===== config.mk =====
export PLATFORM = sky130hd
export DESIGN_NAME = bfa_ctrl
export DESIGN_NICKNAME = d
export VERILOG_FILES = /design/src/hdl/assert_macros.svh /design/src/hdl/bfa_pkg.sv /design/src/hdl/bfa_ctrl.sv
export SDC_FILE = /design/constraint.sdc
export NUM_CORES = 1
export LEC_CHECK = 0
export BUFFER_PORTS_ARGS = -buffer_cell sky130_fd_sc_hd__clkbuf_2
export CORE_AREA = 3 3 40 42
export CTS_BUF_LIST = sky130_fd_sc_hd__clkbuf_16
export CTS_CLUSTER_DIAMETER = 100
export DETAILED_ROUTE_END_ITERATION = 7
export DIE_AREA = 0 0 43 45
export HOLD_SLACK_MARGIN = 0.03
export PLACE_DENSITY = 0.43
export SYNTH_ARGS = -nofsm -noshare
export SYNTH_HDL_FRONTEND = slang
export SYNTH_SLANG_ARGS = --single-unit

===== constraint.sdc =====
create_clock -name clk -period 2.95 [get_ports clk]
set_clock_uncertainty 0.1 [all_clocks]
set_input_delay 0.1475 -clock clk [delete_from_list [all_inputs] [get_ports clk]]
set_output_delay 0.1475 -clock clk [all_outputs]
set_load 0.01 [all_outputs]

===== src/hdl/assert_macros.svh =====
// Assertion macros shared by the block fit allocator RTL.
`ifndef ASSERT_MACROS_SVH
`define ASSERT_MACROS_SVH

// The consequent is checked in the same cycle as the antecedent.
`define BFA_ASSERT_SAME(label, clk, rst_n, ante, cons, msg) \
    label: assert property (@(posedge clk) disable iff (!rst_n) (ante) |-> (cons)) \
        else $error(msg);

// The consequent is checked in the cycle after the antecedent.
`define BFA_ASSERT_NEXT(label, clk, rst_n, ante, cons, msg) \
    label: assert property (@(posedge clk) disable iff (!rst_n) (ante) |=> (cons)) \
        else $error(msg);

`endif


===== src/hdl/bfa_pkg.sv =====
// Package with sizes, codes and control types of the block fit allocator.
`default_nettype none

package bfa_pkg;

    // Table geometry.
    localparam int NUM_BLOCKS = 16;
    localparam int SIZE_BITS  = 16;
    localparam int IDX_W      = $clog2(NUM_BLOCKS);
    localparam int LIMIT_W    = $clog2(NUM_BLOCKS + 1);

    // Field widths of the words on the channels.
    localparam int OPCODE_W    = 1;
    localparam int SLOT_W      = 4;
    localparam int ITEM_SIZE_W = 16;
    localparam int BLOCK_W     = 4;

    // Configuration register widths and port shape.
    localparam int MODE_W     = 2;
    localparam int COUNT_W    = 5;
    localparam int CFG_IDX_W  = 2;
    localparam int CFG_DATA_W = 5;

    // Widths used for comparisons that mix the fields above.
    localparam int CNT_CMP_W  = (COUNT_W > LIMIT_W) ? COUNT_W : LIMIT_W;
    localparam int SIZE_CMP_W = (SIZE_BITS > ITEM_SIZE_W) ? SIZE_BITS : ITEM_SIZE_W;

    // Register indexes.
    localparam logic [CFG_IDX_W-1:0] REG_FIT_MODE    = 2'd0;
    localparam logic [CFG_IDX_W-1:0] REG_BLOCK_COUNT = 2'd1;

    // Placement policies.
    localparam logic [MODE_W-1:0] MODE_FIRST = 2'd0;
    localparam logic [MODE_W-1:0] MODE_BEST  = 2'd1;
    localparam logic [MODE_W-1:0] MODE_WORST = 2'd2;

    // Item opcodes.
    localparam logic [OPCODE_W-1:0] OP_LOAD    = 1'b0;
    localparam logic [OPCODE_W-1:0] OP_REQUEST = 1'b1;

    // Controller states.
    typedef enum logic [2:0] {
        ST_IDLE,
        ST_DECODE,
        ST_LOAD,
        ST_SCAN,
        ST_DRAIN,
        ST_FINISH
    } bfa_state_t;

    // Commands from the controller to the datapath.
    typedef struct packed {
        logic latch_item;
        logic do_load;
        logic scan_issue;
        logic finish;
    } bfa_cmd_t;

    // Status from the datapath to the controller.
    typedef struct packed {
        logic is_load;
        logic scan_none;
        logic scan_last;
        logic out_free;
    } bfa_status_t;

endpackage

`default_nettype wire


===== src/hdl/bfa_ctrl.sv =====
// Controller state machine that sequences loads, scans and result hand-off.
`default_nettype none

module bfa_ctrl import bfa_pkg::*; (
    input  wire logic        clk,
    input  wire logic        rst_n,
    input  wire logic        in_valid,
    output logic             in_ready,
    input  wire bfa_status_t status,
    output bfa_cmd_t         cmd
);

    bfa_state_t state_reg;
    bfa_state_t state_next;

    // State register.
    always_ff @(posedge clk or negedge rst_n)
    begin
        if (!rst_n)
        begin
            state_reg <= ST_IDLE;
        end
        else
        begin
            state_reg <= state_next;
        end
    end

    // Next state.
    always_comb
    begin
        state_next = state_reg;
        case (state_reg)
            ST_IDLE:
            begin
                if (in_valid)
                begin
                    state_next = ST_DECODE;
                end
            end
            ST_DECODE:
            begin
                if (status.is_load)
                begin
                    state_next = ST_LOAD;
                end
                else if (status.scan_none)
                begin
                    state_next = ST_FINISH;
                end
                else
                begin
                    state_next = ST_SCAN;
                end
            end
            ST_LOAD:
            begin
                state_next = ST_FINISH;
            end
            ST_SCAN:
            begin
                if (status.scan_last)
                begin
                    state_next = ST_DRAIN;
                end
            end
            ST_DRAIN:
            begin
                state_next = ST_FINISH;
            end
            ST_FINISH:
            begin
                if (status.out_free)
                begin
                    state_next = ST_IDLE;
                end
            end
            default:
            begin
                state_next = ST_IDLE;
            end
        endcase
    end

    // Outputs.
    always_comb
    begin
        in_ready = 1'b0;
        cmd      = '0;
        case (state_reg)
            ST_IDLE:
            begin
                in_ready       = 1'b1;
                cmd.latch_item = in_valid;
            end
            ST_LOAD:
            begin
                cmd.do_load = 1'b1;
            end
            ST_SCAN:
            begin
                cmd.scan_issue = 1'b1;
            end
            ST_FINISH:
            begin
                cmd.finish = status.out_free;
            end
            default:
            begin
                in_ready = 1'b0;
            end
        endcase
    end

endmodule

`default_nettype wire


=== Word level (Yosys, flattened, before mapping) ===
Cells that the tools add are included.

* Flip-flop bits (word level): 3
* Bits of input ports: 7
* Output and inout bits: 5

* Eq/ne operators: 8
* Muxes and demuxes: 11
* Reduce and logical (&&, ||, !) cells: 3

{| class="wikitable"
|+ Operator list
! cell !! count
|-
| two-way mux 3 bit || 5
|-
| case mux 3 bit (5 select lines) || 1
|-
| == test 3 x 2 -> 1 bit (second input constant) || 2
|-
| == test 3 bit (second input constant) || 2
|-
| != test 2 bit (second input constant) || 3
|-
| two-way mux 1 bit || 5
|-
| == test 3 x 1 -> 1 bit (second input constant) || 1
|-
| logical NOT 3 bit || 1
|-
| AND reduction 3 bit || 1
|-
| OR reduction 2 bit || 1
|}

=== Depth between registers and ports, before layout ===
* Depth in word-level cells: 3
* Depth in mapped cells: 4
* Gate-level depth less buffers: 3

=== Worst setup path after synthesis ===
No wires, ideal clock.

* Path kind: register to output
* Start point: register state_reg[1]
* End point: output cmd[3] (netlist bit)
* Data arrival time: 1.070 ns
* Path slack: 1.632 ns
* Stages on the path, launching flop included: 4
* Path buffers: 1
* Cells stage by stage: dfrtp_1 -> buf_2 -> nor3_1 -> and2_1

{| class="wikitable"
|+ RTL lines
! item !! RTL line !! source
|-
| start, declared || bfa_ctrl.sv:13 || <nowiki>bfa_state_t state_reg;</nowiki>
|-
| start signal, assigned || bfa_ctrl.sv:25 || <nowiki>state_reg <= state_next;</nowiki>
|-
| end, declared || bfa_ctrl.sv:10 || <nowiki>output bfa_cmd_t cmd</nowiki>
|}

==> results.yml <==
cells_and_area:
  drive_above_1_share: 0.432
  register_area_um2: 75.1
  largest_register_ffs: 3
  mostFrequentLayoutCell: "clkbuf_2"
  multi_input_area_um2: 125
  n_fill_cell: 146
  final_nets: 45
  antennaDiodeCount: 0
  postLayoutCellArea_um2: 367
  areaGrowthSynthToFinish_pct: 62.8
  mostFrequentLayoutCells: "clkbuf_2 (11), nor3b_1 (4), clkbuf_16 (3), dfrtp_1 (3)"
sta:
  finalHoldViolCount: 0
  max_freq_ghz: 0.680
  slew_headroom: 0.704
  holdWs_ps: 80.0
  min_period_ps: 1470
  tightest_slew_ps: 433
  setup_violations: 0
  slew_violations: 0
  period_share: 0.499
  setup_tns_ps: 0
  rsz0062_at_grt: "no"
global_routing:
  globalRoute.busiestLayer: "met4"
  grt_usage: 0.0718
  grt_pass1_vias: 208
  use_met1: 0.0825
  grt_max_degree: 11
  grt_pass1_wl_um: 903
  met2_usage: 0.0749
  antenna_found_initial: 0
  met3_usage: 0.0359
  grt_overflow: 0
yosys:
  synth_compound_area_frac: 0.217
  ys_seq_area_frac: 0.333
  synth_top_area_frac: 0.333
  yosys.cell_types.count: 17
  synth-adder-area-share: 0
  synth_area_leaders: "dfrtp_1 (33%), nor3b_1 (13%), mux2_4 (6.7%)"
  syn-num-nets: 31
  yosys_warnings: 0
  postSynthAreaPerCell_um2: 9.38
  synth_top_family_by_area: "simple AND/OR/NAND/NOR gates"
  synth_xor_xnor_area_share: 0
  yosys.area_share.simple: 0.272
  synth_cells: 24
  synth.area.mux_share: 0.0667
  ys_ff_latch: 3
  synth_area_um2: 225
  yosysTopAreaCell: "dfrtp_1"
routing:
  vias: 233
  via_per_inst: 4.48
  wl_um: 552
  drc_errors: 0
  dr.pass1.iters: 4
  wl_per_cell_um: 10.6
  first_iter_violations: 7
  ant_nets: 0
floorplanning:
  initial_utilization: 0.175
  num_rows: 13
  die-area_um2: 1940
  coreArea_um2: 1280
  chipHeight_um: 45
  io_pins: 12
  dieWidth_um: 43
critical_path:
  r2r_cells: 3
  worstPathArrival_ps: 1220
  crit_chain: "nor3_1 -> and2_1 -> clkbuf_2"
  ff2ff_setup_slack_ps: 1650
  critical_path.endpoint_type: "output pin"
  critPathCapture: "cmd[3]"
  reg2reg_to: "state_reg[0]"
  cp-startpoint: "state_reg[1]"
  crit_fanout: 10
  path_class: "reg -> out"
  r2r-start: "state_reg[2]"
  critPathRequiredTime_ps: 2700
  slowest_stage: "dfrtp_1"
  critPathLaunchType: "flop"
  cpPeakStageDelay_ps: 470
placed_design:
  place_hpwl_um: 385
  placed_area_um2: 278
  routabilityCongestion: 0.677
  port_buffers: 11
cts:
  cts.path.max_buffers: 2
  cts_tree: "built"
  clkTransAtPathRegs_ps: 30
  htreeDepth: 1
  clk_latency_ps: 220
  cts-root-buf: "clkbuf_16"
  cts_made_buffers: 3
  cts_sinks: 3
  post-cts-setup-buffer-count: 0
hold_path:
  hold_class: "in -> reg"
pwr:
  ir_drop_mv: 0.347
  powerDensity_nw_per_um2: 1230
  fin_total_pwr_w: 0.000450
  p_leak_nw: 0.177
outcome:
  status: "finished clean"
flow_run:
  drv_cap: 0
## metal layers
metal,vias up,routed length [um]
li1,114,-
met1,100,234
met2,16,237
met3,3,59
met4,0,21
met5,-,0
## worst min path at each step
stage / start / end / slack, ps / depth (start not counted)
floorplan: rst_n / state_reg[0] / -250 / 0
global placement: rst_n / state_reg[1] / -150 / 1
detailed placement: rst_n / state_reg[2] / -160 / 1
CTS: status[1] / state_reg[1] / 80 / 2
global route: status[1] / state_reg[1] / 90 / 2
finish: status[1] / state_reg[1] / 80 / 2
## report_power, final
| part | switching (W) | internal, W | total (W) |
|---|---|---|---|
| sequential | 0.0000500 | 0.0000628 | 0.000113 |
| clock | 0.0000392 | 0.000175 | 0.000214 |
| combinational | 0.0000531 | 0.0000702 | 0.000123 |
## critical path, delay by kind of cell, from the launching register on
family | cells | cell delay, ps
simple gates | 2 | 410
buf+inv | 1 | 120
flops | 1 | 470
## synthesized netlist by cell type
cell,instances
a2111oi_0,1
nor2b_1,1
o21ai_0,1
and2_1,1
nand3_1,1
mux2_4,1
a21o_1,1
nor3b_1,4
dfrtp_1,3
a21oi_1,1
buf_2,2
nor3_1,2
inv_1,1
nor2_1,1
buf_6,1
o311a_1,1
a211oi_2,1
## area by class of cell
cell class	count	share of cell area
Clock buffer	3	0.205
Clock inverter	1	0.0102
Inverter	1	0.0102
Multi-Input combinational cell	17	0.341
Sequential cell	3	0.205
Tap cell	15	0.0512
Timing Repair Buffer	12	0.177
## kinds of logic (layout without fill, tap and decap cells)
group,Yosys count,in the layout
multiplexers,1,1
buffers and inverters,4,17
AND/OR/NAND/NOR,10,10
AO/OA/AOI/OAI,6,6
flip-flops,3,3
## through the flow
step	setup slack [ps]	std cells	utilization
after floorplan	1630	24	-
after CTS	1480	52	0.285
after detailed placement	1640	47	0.216
after global placement	1640	47	0.216
final	1480	52	0.285
after global routing	1430	52	0.285
## timing repair
action | 4_1_cts | 5_1_grt
hold endpoints to repair | 3 | 0
hold buffers | 1 | 0
gates resized for setup | 0 | 0
Note: power is estimated with default switching activity, not from simulation.
