## config.mk

```make
export PLATFORM = sky130hd
export DESIGN_NAME = bfa_datapath
export DESIGN_NICKNAME = d
export VERILOG_FILES = /design/src/hdl/assert_macros.svh /design/src/hdl/bfa_pkg.sv /design/src/hdl/bfa_ram.sv /design/src/hdl/bfa_datapath.sv
export SDC_FILE = /design/constraint.sdc
export NUM_CORES = 1
export LEC_CHECK = 0
export ABC_CLOCK_PERIOD_IN_PS = 7400
export BUFFER_PORTS_ARGS = -buffer_cell sky130_fd_sc_hd__buf_2
export CORE_MARGIN = 8
export CORE_UTILIZATION = 35
export DETAILED_ROUTE_END_ITERATION = 16
export GPL_TIMING_DRIVEN = 0
export SETUP_SLACK_MARGIN = 0.05
export SYNTH_ARGS = -nofsm -noshare
export SYNTH_HDL_FRONTEND = slang
export SYNTH_HIERARCHICAL = 1
export SYNTH_SLANG_ARGS = --single-unit
```

## constraint.sdc

```tcl
create_clock -name clk -period 7.4 [get_ports clk]
set_input_delay 1.48 -clock clk [delete_from_list [all_inputs] [get_ports clk]]
set_output_delay 1.48 -clock clk [all_outputs]
set_load 0.05 [all_outputs]
```

## src/hdl/assert_macros.svh

```systemverilog
// Assertion macros shared by the block fit allocator RTL.
`ifndef ASSERT_MACROS_SVH
`define ASSERT_MACROS_SVH

// The consequent is checked in the same cycle as the antecedent.
`define BFA_ASSERT_SAME(label, clk, rst_n, ante, cons, msg) \
    label: assert property (@(posedge clk) disable iff (!rst_n) (ante) |-> (cons)) \
        else $error(msg);

// The consequent is checked in the cycle after the antecedent.
`define BFA_ASSERT_NEXT(label, clk, rst_n, ante, cons, msg) \
    label: assert property (@(posedge clk) disable iff (!rst_n) (ante) |=> (cons)) \
        else $error(msg);

`endif

```

## src/hdl/bfa_pkg.sv

```systemverilog
// Package with sizes, codes and control types of the block fit allocator.
`default_nettype none

package bfa_pkg;

    // Table geometry.
    localparam int NUM_BLOCKS = 16;
    localparam int SIZE_BITS  = 16;
    localparam int IDX_W      = $clog2(NUM_BLOCKS);
    localparam int LIMIT_W    = $clog2(NUM_BLOCKS + 1);

    // Field widths of the words on the channels.
    localparam int OPCODE_W    = 1;
    localparam int SLOT_W      = 4;
    localparam int ITEM_SIZE_W = 16;
    localparam int BLOCK_W     = 4;

    // Configuration register widths and port shape.
    localparam int MODE_W     = 2;
    localparam int COUNT_W    = 5;
    localparam int CFG_IDX_W  = 2;
    localparam int CFG_DATA_W = 5;

    // Widths used for comparisons that mix the fields above.
    localparam int CNT_CMP_W  = (COUNT_W > LIMIT_W) ? COUNT_W : LIMIT_W;
    localparam int SIZE_CMP_W = (SIZE_BITS > ITEM_SIZE_W) ? SIZE_BITS : ITEM_SIZE_W;

    // Register indexes.
    localparam logic [CFG_IDX_W-1:0] REG_FIT_MODE    = 2'd0;
    localparam logic [CFG_IDX_W-1:0] REG_BLOCK_COUNT = 2'd1;

    // Placement policies.
    localparam logic [MODE_W-1:0] MODE_FIRST = 2'd0;
    localparam logic [MODE_W-1:0] MODE_BEST  = 2'd1;
    localparam logic [MODE_W-1:0] MODE_WORST = 2'd2;

    // Item opcodes.
    localparam logic [OPCODE_W-1:0] OP_LOAD    = 1'b0;
    localparam logic [OPCODE_W-1:0] OP_REQUEST = 1'b1;

    // Controller states.
    typedef enum logic [2:0] {
        ST_IDLE,
        ST_DECODE,
        ST_LOAD,
        ST_SCAN,
        ST_DRAIN,
        ST_FINISH
    } bfa_state_t;

    // Commands from the controller to the datapath.
    typedef struct packed {
        logic latch_item;
        logic do_load;
        logic scan_issue;
        logic finish;
    } bfa_cmd_t;

    // Status from the datapath to the controller.
    typedef struct packed {
        logic is_load;
        logic scan_none;
        logic scan_last;
        logic out_free;
    } bfa_status_t;

endpackage

`default_nettype wire

```

## src/hdl/bfa_ram.sv

```systemverilog
// Generic single write port RAM with one registered read port.
`default_nettype none

module bfa_ram #(
    parameter int WIDTH = 16,
    parameter int DEPTH = 16
) (
    input  wire logic                     clk,
    input  wire logic                     we,
    input  wire logic [$clog2(DEPTH)-1:0] waddr,
    input  wire logic [WIDTH-1:0]         wdata,
    input  wire logic [$clog2(DEPTH)-1:0] raddr,
    output logic      [WIDTH-1:0]         rdata
);

    logic [WIDTH-1:0] mem [DEPTH];

    // Write and registered read.
    always_ff @(posedge clk)
    begin
        if (we)
        begin
            mem[waddr] <= wdata;
        end
        rdata <= mem[raddr];
    end

endmodule

`default_nettype wire

```

## src/hdl/bfa_datapath.sv

```systemverilog
// Datapath: configuration, size memory, used marks, scan compare and result register.
`default_nettype none

module bfa_datapath import bfa_pkg::*; (
    input  wire logic                   clk,
    input  wire logic                   rst_n,
    input  wire logic                   cfg_we,
    input  wire logic [CFG_IDX_W-1:0]   cfg_index,
    input  wire logic [CFG_DATA_W-1:0]  cfg_data,
    input  wire logic [OPCODE_W-1:0]    in_opcode,
    input  wire logic [SLOT_W-1:0]      in_block_slot,
    input  wire logic [ITEM_SIZE_W-1:0] in_item_size,
    input  wire logic                   out_ready,
    output logic                        out_valid,
    output logic                        out_granted,
    output logic [BLOCK_W-1:0]          out_chosen_block,
    output logic [ITEM_SIZE_W-1:0]      out_chosen_size,
    input  wire bfa_cmd_t               cmd,
    output bfa_status_t                 status
);

    logic [MODE_W-1:0]      fit_mode_reg;
    logic [COUNT_W-1:0]     block_count_reg;
    logic [OPCODE_W-1:0]    opcode_reg;
    logic [SLOT_W-1:0]      slot_reg;
    logic [ITEM_SIZE_W-1:0] size_reg;
    logic [NUM_BLOCKS-1:0]  used_reg;
    logic [IDX_W-1:0]       addr_reg;
    logic                   rd_valid_reg;
    logic [IDX_W-1:0]       rd_idx_reg;
    logic                   found_reg;
    logic [IDX_W-1:0]       pick_reg;
    logic [SIZE_BITS-1:0]   best_reg;
    logic                   res_valid_reg;
    logic                   res_granted_reg;
    logic [BLOCK_W-1:0]     res_block_reg;
    logic [ITEM_SIZE_W-1:0] res_size_reg;

    logic [SIZE_BITS-1:0]   rd_data;
    logic [LIMIT_W-1:0]     limit;
    logic                   slot_ok;
    logic                   is_request;
    logic                   ram_we;
    logic                   fits;
    logic                   better;
    logic                   take;

    // Configuration registers.
    always_ff @(posedge clk or negedge rst_n)
    begin
        if (!rst_n)
        begin
            fit_mode_reg    <= MODE_FIRST;
            block_count_reg <= '0;
        end
        else if (cfg_we)
        begin
            case (cfg_index)
                REG_FIT_MODE:    fit_mode_reg    <= cfg_data[MODE_W-1:0];
                REG_BLOCK_COUNT: block_count_reg <= cfg_data[COUNT_W-1:0];
                default:         fit_mode_reg    <= fit_mode_reg;
            endcase
        end
    end

    // Accepted word.
    always_ff @(posedge clk)
    begin
        if (cmd.latch_item)
        begin
            opcode_reg <= in_opcode;
            slot_reg   <= in_block_slot;
            size_reg   <= in_item_size;
        end
    end

    assign is_request = (opcode_reg == OP_REQUEST);
    assign slot_ok    = (int'(slot_reg) < NUM_BLOCKS);

    // Scan length: block count clipped to the table size.
    always_comb
    begin
        if (CNT_CMP_W'(block_count_reg) > CNT_CMP_W'(NUM_BLOCKS))
        begin
            limit = LIMIT_W'(NUM_BLOCKS);
        end
        else
        begin
            limit = LIMIT_W'(block_count_reg);
        end
    end

    // Block size memory, read once per scan step.
    assign ram_we = cmd.do_load && slot_ok;

    bfa_ram #(
        .WIDTH (SIZE_BITS),
        .DEPTH (NUM_BLOCKS)
    ) u_size_ram (
        .clk   (clk),
        .we    (ram_we),
        .waddr (IDX_W'(slot_reg)),
        .wdata (SIZE_BITS'(size_reg)),
        .raddr (addr_reg),
        .rdata (rd_data)
    );

    // Scan address and read pipeline tag.
    always_ff @(posedge clk or negedge rst_n)
    begin
        if (!rst_n)
        begin
            addr_reg     <= '0;
            rd_valid_reg <= 1'b0;
            rd_idx_reg   <= '0;
        end
        else
        begin
            rd_valid_reg <= cmd.scan_issue;
            rd_idx_reg   <= addr_reg;
            if (cmd.latch_item)
            begin
                addr_reg <= '0;
            end
            else if (cmd.scan_issue)
            begin
                addr_reg <= addr_reg + IDX_W'(1);
            end
        end
    end

    // Compare the block that was read against the request and the current pick.
    assign fits = !used_reg[rd_idx_reg] &&
                  (SIZE_CMP_W'(rd_data) >= SIZE_CMP_W'(size_reg));

    always_comb
    begin
        better = 1'b0;
        case (fit_mode_reg)
            MODE_BEST:  better = (rd_data < best_reg);
            MODE_WORST: better = (rd_data > best_reg);
            default:    better = 1'b0;
        endcase
    end

    assign take = rd_valid_reg && fits && (!found_reg || better);

    // Running pick of the scan.
    always_ff @(posedge clk or negedge rst_n)
    begin
        if (!rst_n)
        begin
            found_reg <= 1'b0;
        end
        else if (cmd.latch_item)
        begin
            found_reg <= 1'b0;
        end
        else if (take)
        begin
            found_reg <= 1'b1;
        end
    end

    always_ff @(posedge clk)
    begin
        if (take)
        begin
            pick_reg <= rd_idx_reg;
            best_reg <= rd_data;
        end
    end

    // Used marks: a load frees its block, a grant takes the picked block.
    always_ff @(posedge clk or negedge rst_n)
    begin
        if (!rst_n)
        begin
            used_reg <= '1;
        end
        else
        begin
            if (ram_we)
            begin
                used_reg[IDX_W'(slot_reg)] <= 1'b0;
            end
            if (cmd.finish && is_request && found_reg)
            begin
                used_reg[pick_reg] <= 1'b1;
            end
        end
    end

    // Result register toward the output channel.
    always_ff @(posedge clk or negedge rst_n)
    begin
        if (!rst_n)
        begin
            res_valid_reg <= 1'b0;
        end
        else if (cmd.finish)
        begin
            res_valid_reg <= 1'b1;
        end
        else if (out_ready)
        begin
            res_valid_reg <= 1'b0;
        end
    end

    always_ff @(posedge clk)
    begin
        if (cmd.finish)
        begin
            if (is_request && found_reg)
            begin
                res_granted_reg <= 1'b1;
                res_block_reg   <= BLOCK_W'(pick_reg);
                res_size_reg    <= ITEM_SIZE_W'(best_reg);
            end
            else
            begin
                res_granted_reg <= 1'b0;
                res_block_reg   <= '0;
                res_size_reg    <= '0;
            end
        end
    end

    assign out_valid        = res_valid_reg;
    assign out_granted      = res_granted_reg;
    assign out_chosen_block = res_block_reg;
    assign out_chosen_size  = res_size_reg;

    // Status toward the controller.
    always_comb
    begin
        status.is_load   = (opcode_reg == OP_LOAD);
        status.scan_none = !(fit_mode_reg inside {MODE_FIRST, MODE_BEST, MODE_WORST}) ||
                           (limit == '0);
        status.scan_last = ((LIMIT_W'(addr_reg) + LIMIT_W'(1)) == limit);
        status.out_free  = !res_valid_reg || out_ready;
    end

endmodule

`default_nettype wire

```

== Word-level counts from Yosys, hierarchy flattened ==
Memory sizes are Yosys's and may differ from the RTL's. A register that Yosys moved wholly into a read port is not among the register bits.
Index checks and enable logic that the tools add are counted.
Cells by class
  eq/ne operators: 4
  bitwise operators: 4
  reductions and logical operators: 24
  $lt $le $gt $ge: 9
  $add $sub $neg: 2
  mux-type cells: 19
Operator list (count)
  16-bit 2-to-1 mux: 2
  16-bit AND: 1
  16-bit >= comparator: 1
  16-bit > comparator: 1
  16-bit less-than comparator: 1
  16-bit inverter: 1
  16-bit bitwise OR: 1
  4-bit by 5-bit less-than comparator with 1-bit output, second input constant: 3
  1-bit 2-to-1 mux: 10
  1-bit demux with 4-bit select: 2
  4-bit by 1-bit >= comparator with 1-bit output, second input constant: 2
  1-bit logical AND: 8
  4-bit 2-to-1 mux: 2
  2-bit nonzero test: 3
  4-bit by 1-bit adder with 5-bit output, second input constant: 1
  5-bit == test: 1
  5-bit > comparator, second input constant: 1
  5-bit logical NOT: 1
  5-bit 2-to-1 mux: 1
  4-bit by 1-bit adder with 4-bit output, second input constant: 1
  1-bit binary-select mux with 4-bit select: 1
  2-bit by 1-bit == test with 1-bit output, second input constant: 2
  1-bit logical NOT: 4
  2-bit logical NOT: 2
  other kinds (6): 9
Storage, ports and cells
  register bits: 96
  memories kept: 1
  word-level logic and storage cells: 79
  memory bits (writable): 256
  input port bits: 36
Memories
  u_size_ram.mem: words 16, bits a word 16, read ports 1, clocked after Yosys merged registers in 1, wr ports 1, RTL line bfa_ram.sv:16  | logic [WIDTH-1:0] mem [DEPTH];

== Logic depth before layout (Yosys ltp) ==
Gate-level depths: netlist of the first run.
  depth in word-level cells: 9
  mapped depth: 8

== Modules after synthesis ==
The synthesis of the first run kept the hierarchy.
By module, submodules not included
  bfa_ram: seq. area each 8007.7 um2, instances 1, cells each 432, area an instance 10043.4 um2
  bfa_datapath: seq. area each 2732.6 um2, instances 1, cells each 340, area an instance 4386.7 um2

== Least setup slack after synthesis of the first run ==
Ideal clock, no wire load.
  path type: flip-flop to output port
  from: reg addr_reg[0]
  to: out status[1] (netlist bit)
  path slack: 3621 ps
  required time: 5920 ps
  cell stages (with the launch flop): 6
  arrival: 2299 ps
  path through: dfrtp_1 > ha_1 > xor2_1 > nor3_1 > a21oi_1 > nor3_1
RTL lines
  start, declared: RTL line bfa_datapath.sv:28  | logic [IDX_W-1:0] addr_reg;
  start signal, assigned: RTL line bfa_datapath.sv:127  | addr_reg <= addr_reg + IDX_W'(1);
  end, declared: RTL line bfa_datapath.sv:19  | output bfa_status_t status

==> out/qor.yml, run 1 <==
avgSynthCellArea_sq_um: 18.7
yosys-top-cells-count: "318 x edfxtp_1, 55 x mux4_2, 38 x inv_1"
die_h_um: 219
worst-path-stages: 6
drt_iter0_drc: 525
cts_tree: "done"
powerDensity_nw_per_um2: 282
regMostFlops: "u_size_ram/mem"
tns_ps: 0
wl_mm: 30.7
end_kind: "primary output"
post_drt_via_cell_ratio: 5.09
synth_cell_type_count: 47
grt_pass1_vias: 7766
fmax_mhz: 260
ant_nets: 0
rsz0062_at_grt: "false"
synth.area.top_cells: "edfxtp_1 66%, mux4_2 8.6%, dfrtp_1 3.1%"
clock_skew_ps: 13.4
yosysTopAreaCell: "edfxtp_1"
tightestPinTransition_ps: 1060
core_area_sq_um: 40700
crit_chain: "ha_1, xor2_1, nor3_1, a21oi_1, nor3_1, buf_2"
min_path_type: "flip-flop to flip-flop"
dp_hpwl_mm: 20.9
synth_edf_count: 318
reg2reg_depth: 7
grt_max_degree: 35
cpMostUsedCell: "nor3_1"
clk_path_buf_depth: 3
drcViolationCount: 0
cts.htree.levels: 2
min_period_over_period_pct: 52.0
synth_warnings: 6
maxSlewHeadroom_pct: 28.9
ctsResizeCount: 0
r2r_end: "pick_reg[2]"
largest_reg_flops: 256
crit_start: "addr_reg[0]"
portBuffers: 61
grt_pass1_wl_mm: 47.3
p_leak_uw: 0.00593
dr.pass1.iters: 5
max_cap_violations: 0
hold_viol_final: 0
r2r_start: "size_reg[12]"
yosysTopAreaCellShare_pct: 66.2
synth_nets: 844
cp.required_ps: 5920
rows: 74
yosys.cell_count.top_type: "edfxtp_1"
clk_latency_ps: 520
ys_seq_area_share_pct: 74.4
gp_congestion: 0.782
wire_per_inst_um: 21.1
startpoint_type: "flip-flop"
synthFlopType: "edfxtp_1"
critPathBufInv: 1
via_count: 7400
ys_ff_latch: 368
slew_violations: 0
initial_core_util_pct: 35.4
placed_area_sq_um: 15700
ioPinCount: 62
cts_root_buffer: "clkbuf_16"
cts_buffers: 40
grt_overflow: 0
final_nets: 965
status: "completed"
drive_above_1_share_pct: 26.7
async_flop_share_pct: 9.24
num_antenna_cells: 0
setup_violations: 0
path_delay_family: "flip-flops"
die_area_sq_um: 48000
post-route-min-period_ps: 3850
synth_area_sq_um: 14400
critical_path_class: "flip-flop to primary output"
post-cts-setup-buffer-count: 0
crit_path_max_fanout: 8
syn_inst: 772
cp_slowest_stage_delay_ps: 490
reg2reg_setup_slack_ps: 3990
cp_data_arrival_time_ps: 2370
crit_slowest_cell: "dfrtp_1"
chipWidth_um: 219
cts.clk_slew.worst_paths_ps: 60
peakVddDrop_v: 0.000142
grt_antenna_before_repair: 0
syn_to_final_growth_pct: 18.3
hold_buffers: 0
crit_end: "status[1]"
clock_sinks: 368
track_usage_pct: 12.9
fin_area_sq_um: 17100
## cells by family after synthesis
group                    after synthesis  synth area share (%)
flip-flops                           368                  74.4
AND/OR/NAND/NOR                      128                  4.34
AO/OA/AOI/OAI                         95                  4.08
multiplexers                          75                  11.6
buffers and inverters                 61                  1.90
adder cells (fa/ha/maj)               36                  3.12
XOR/XNOR                               9                 0.546
## power breakdown
| part | internal [uW] | total (uW) | switching, uW |
|---|---|---|---|
| clock | 1210 | 1990 | 773 |
| sequential | 2360 | 2440 | 78.5 |
| combinational | 163 | 382 | 219 |
| total | 3740 | 4810 | 1070 |
## layout make-up
class                           count  area, sq um
Fill cell                        3601        23700
Sequential cell                   368        10700
Multi-Input combinational cell    343         3470
Clock buffer                       56         1140
Tap cell                          532          666
Timing Repair Buffer               79          594
Clock inverter                     16          180
Inverter                           39          146
Buffer                             22          128
## metal layers
layer / global-route usage [%] / part of all wire (%)
met5: 0 / 0
met4: 4.23 / 2.9
met3: 2.71 / 6.3
met1: 17.8 / 45
met2: 20.4 / 46
## through the flow
step | utilization (%) | total power [uW] | hold slack [ps] | worst slack, ps | cells
6_report | 41.9 | 4810 | 432 | 3550 | 1455
5_1_grt | 41.9 | 5000 | 458 | 3400 | 1455
4_1_cts | 41.9 | 4870 | 437 | 3520 | 1455
3_5_place_dp | 38.7 | 2870 | 422 | 3960 | 1383
3_3_place_gp | 37.8 | 2840 | 416 | 2220 | 1365
2_1_floorplan | - | 2720 | 408 | 3620 | 772
## how the worst min path moves through the flow
stage	startpoint	to	slack, ps	cells past startpoint
6_report	u_size_ram/rdata[0]	best_reg[0]	430	0
3_5_place_dp	u_size_ram/rdata[0]	best_reg[0]	420	0
2_1_floorplan	u_size_ram/rdata[0]	best_reg[0]	410	0
3_3_place_gp	u_size_ram/rdata[0]	best_reg[0]	420	0
4_1_cts	u_size_ram/rdata[0]	best_reg[0]	440	0
5_1_grt	u_size_ram/rdata[0]	best_reg[0]	460	0
## cell usage in the layout, fill, tap and decap left out, types with 14 or more instances in the layout
cell / synthesis / layout
a22oi_1: 32 / 32
buf_2: 3 / 64
clkbuf_1: 9 / 18
clkbuf_16: 0 / 41
dfrtp_1: 18 / 18
dfstp_2: 16 / 16
dfxtp_1: 16 / 16
edfxtp_1: 318 / 318
ha_1: 36 / 36
inv_1: 38 / 38
mux4_1: 14 / 14
mux4_2: 55 / 55
nand2_1: 34 / 34
nor2_1: 37 / 25
o21ai_0: 37 / 37
## worst register-to-register path, cell delays in order (launching register included)
cell and delay [ps]:
edfxtp_1 740, inv_1 180, ha_1 320, nand4_1 180
o41ai_1 600, o311ai_1 240, a31oi_2 610, buf_8 240
Power figures use the tool's default switching activity.
==> inputs of run 2 (changes only) <==
--- a/config.mk
+++ b/config.mk
@@ -5,7 +5,7 @@
 export SDC_FILE = /design/constraint.sdc
 export NUM_CORES = 1
 export LEC_CHECK = 0
-export ABC_CLOCK_PERIOD_IN_PS = 7400
+export ABC_CLOCK_PERIOD_IN_PS = 3300
 export BUFFER_PORTS_ARGS = -buffer_cell sky130_fd_sc_hd__buf_2
 export CORE_MARGIN = 8
 export CORE_UTILIZATION = 35
==> constraint.sdc (replaced) <==
create_clock -name clk -period 3.3 [get_ports clk]
set_input_delay 0.66 -clock clk [delete_from_list [all_inputs] [get_ports clk]]
set_output_delay 0.66 -clock clk [all_outputs]
set_load 0.05 [all_outputs]
==> run 2 against run 1 <==
Compared with the run above: register-to-register slack lost 3700 ps; clock power grew 120%; hold slack lost 180 ps; utilization grew 0.75 points; critical path depth grew 1; sequential power grew 120%; largest power group unchanged; largest cell class unchanged; die area is the same; global-route usage grew 0.054 points; clock skew is essentially flat; sequential cell count is the same; via count grew 2.1%.
==> out/qor.yml, run 2 (synthesized netlist as in run 1, its figures left out) <==
p_sw_uw: 2420  # was 1070 uW
clock_sinks: 368  # unchanged
post-route-min-period_ps: 3040
final_cells: 1486  # was 1455
crit_start: "size_reg[10]"  # was addr_reg[0]
peakVddDrop_v: 0.000320  # was 0.000142 V
syn_to_final_growth_pct: 20.4  # was 18.3%
hold_viol_final: 0  # unchanged
grt_busiest_layer: "met2"  # unchanged
grt_max_degree: 35  # unchanged
grt_overflow: 0  # unchanged
chipWidth_um: 219  # unchanged
critical_path_class: "flip-flop to flip-flop"  # was flip-flop to primary output
core_area_sq_um: 40700  # unchanged
startpoint_type: "flip-flop"  # unchanged
track_usage_pct: 13.0  # was 12.9%
rsz0062_at_grt: "false"  # unchanged
die_area_sq_um: 48000  # unchanged
dr.pass1.iters: 5  # unchanged
largest_reg_flops: 256  # unchanged
worst-path-stages: 7  # was 6
via_count: 7552  # was 7400
max_cap_violations: 0  # unchanged
drive_above_1_share_pct: 29.0  # was 26.7%
cts.clk_slew.worst_paths_ps: 60  # about the same
crit_end: "pick_reg[2]"  # was status[1]
final_nets: 996  # was 965
drt_iter0_drc: 496  # was 525
wire_per_inst_um: 20.9  # was 21.1 um
final_cell_mix: "318 x edfxtp_1, 64 x buf_2, 55 x mux4_2"  # unchanged
internal-power_uw: 8420  # was 3740 uW
dpl.cell_count: 1383  # unchanged
p_sw_share_pct: 22.3  # about the same
p_comb_share_pct: 8.8  # was 7.9%
p_seq_share_pct: 50.0  # was 50.7%
cts.htree.levels: 2  # unchanged
fmax_mhz: 329
rows: 74  # unchanged
num_antenna_cells: 0  # unchanged
p_leak_uw: 0.00610  # was 0.00593 uW
min_period_over_period_pct: 92.1
crit_chain: "inv_1, ha_1, nand4_1, o41ai_1, o311ai_1, a31oi_4, buf_8"  # was ha_1, xor2_1, nor3_1, a21oi_1, nor3_1, buf_2
fillCellCount: 3580  # was 3601
ioPinCount: 62  # unchanged
status: "completed"  # unchanged
r2r_start: "size_reg[10]"  # was size_reg[12]
ant_nets: 0  # unchanged
r2r_end: "pick_reg[2]"  # unchanged
grt_antenna_before_repair: 0  # unchanged
portBuffers: 61  # unchanged
grt_pass1_wl_mm: 47.5  # was 47.3 mm
min_path_type: "input port to async pin"  # was flip-flop to flip-flop
grt_util_met1_pct: 17.9  # was 17.8%
tightestPinTransition_ps: 1010  # was 1060 ps
critPathBufInv: 2  # was 1
dp_hpwl_mm: 20.9  # unchanged
clock_skew_ps: 13.2  # was 13.4 ps
fin_util_pct: 42.6  # was 41.9%
clk_latency_ps: 520  # about the same
drcViolationCount: 0  # unchanged
grt_pass1_vias: 7771  # was 7766
cp.required_ps: 3520  # was 5920 ps
end_kind: "flip-flop"  # was primary output
powerDensity_nw_per_um2: 624  # was 282 nW/um^2
cts_tree: "done"  # unchanged
regMostFlops: "u_size_ram/mem"  # unchanged
wl_mm: 31.1  # was 30.7 mm
mostFrequentLayoutCell: "edfxtp_1"  # unchanged
gp_congestion: 0.782  # unchanged
setup_violations: 0  # unchanged
crit_slowest_cell: "edfxtp_1"  # was dfrtp_1
slew_violations: 0  # unchanged
p_clk_share_pct: 41.1  # was 41.3%
clk_path_buf_depth: 3  # unchanged
cp_data_arrival_time_ps: 3260  # was 2370 ps
post_drt_via_cell_ratio: 5.08  # was 5.09
whs_ps: 250  # was 432 ps
initial_core_util_pct: 35.4  # unchanged
maxSlewHeadroom_pct: 32.1  # was 28.9%
cp_slowest_stage_delay_ps: 690  # was 490 ps
cts_buffers: 40  # unchanged
use_met2_pct: 20.5  # was 20.4%
die_h_um: 219  # unchanged
met3_usage_pct: 2.68  # was 2.71%
reg2reg_depth: 7  # unchanged
path_delay_family: "compound AO/OA/AOI/OAI gates"  # was flip-flops
crit_path_max_fanout: 17  # was 8
cts_root_buffer: "clkbuf_16"  # unchanged
hold_buffers: 0  # unchanged
reg2reg_setup_slack_ps: 260  # was 3990 ps
[run 2: cell types whose count changed in the layout (fill, tap and decap cells not counted)]
cell     delta
a31oi_2     -1
a31oi_4     +1
buf_4      +26
buf_12      +5
[run 2: how the worst min path moves through the flow]
stage / start / to / slack, ps / depth (start not counted)
after floorplan: rst_n / addr_reg[0] / 360 / 0
after global placement: u_size_ram/rdata[0] / best_reg[0] / 420 / 0
after detailed placement: u_size_ram/rdata[0] / best_reg[0] / 420 / 0
after CTS: rst_n / out_valid / 260 / 1
after global routing: rst_n / addr_reg[0] / 290 / 1
final: rst_n / found_reg / 250 / 1
[run 2: cell type report]
class / count / area [sq um] / share of cell area [%]
Tap cell: 532 / 666 / 3.83
Clock buffer: 56 / 1140 / 6.58
Sequential cell: 368 / 10700 / 61.8
Clock inverter: 16 / 180 / 1.04
Timing Repair Buffer: 110 / 890 / 5.12
Inverter: 39 / 146 / 0.843
Multi-Input combinational cell: 343 / 3480 / 20.0
Buffer: 22 / 128 / 0.735
[run 2: what timing repair did]
item	in CTS	in global routing
setup buffers	1	30
resized for setup	1	0
endpoints found under the setup margin	20	12
pin swaps	0	0
[run 2: metrics by stage]
step / setup TNS [ps] / total power (uW) / worst slack, ps / cell area [sq um]
after floorplan: 0 / 6090 / 98.3 / 14400
after global placement: -55400 / 6380 / -1060 / 15400
after detailed placement: -1420 / 6430 / -119 / 15700
after CTS: 0 / 10900 / 85.3 / 17100
after global routing: 0 / 11300 / 89.8 / 17400
final: 0 / 10800 / 259 / 17400
[run 2: power groups by stage]
| stage | clock, uW | sequential [uW] | combinational (uW) |
|---|---|---|---|
| floorplan | 0 | 5540 | 549 |
| global placement | 0 | 5560 | 823 |
| detailed placement | 0 | 5570 | 867 |
| CTS | 4570 | 5470 | 878 |
| global route | 4760 | 5440 | 1060 |
| finish | 4460 | 5420 | 959 |
[run 2: metal layers]
| layer | part of all wire (%) | vias to the layer above | wire length [um] |
|---|---|---|---|
| li1 | - | 3389 | - |
| met1 | 45 | 3862 | 14000 |
| met2 | 46 | 236 | 14200 |
| met3 | 6.4 | 65 | 1980 |
| met4 | 2.8 | 0 | 879 |
| met5 | 0 | - | 0 |
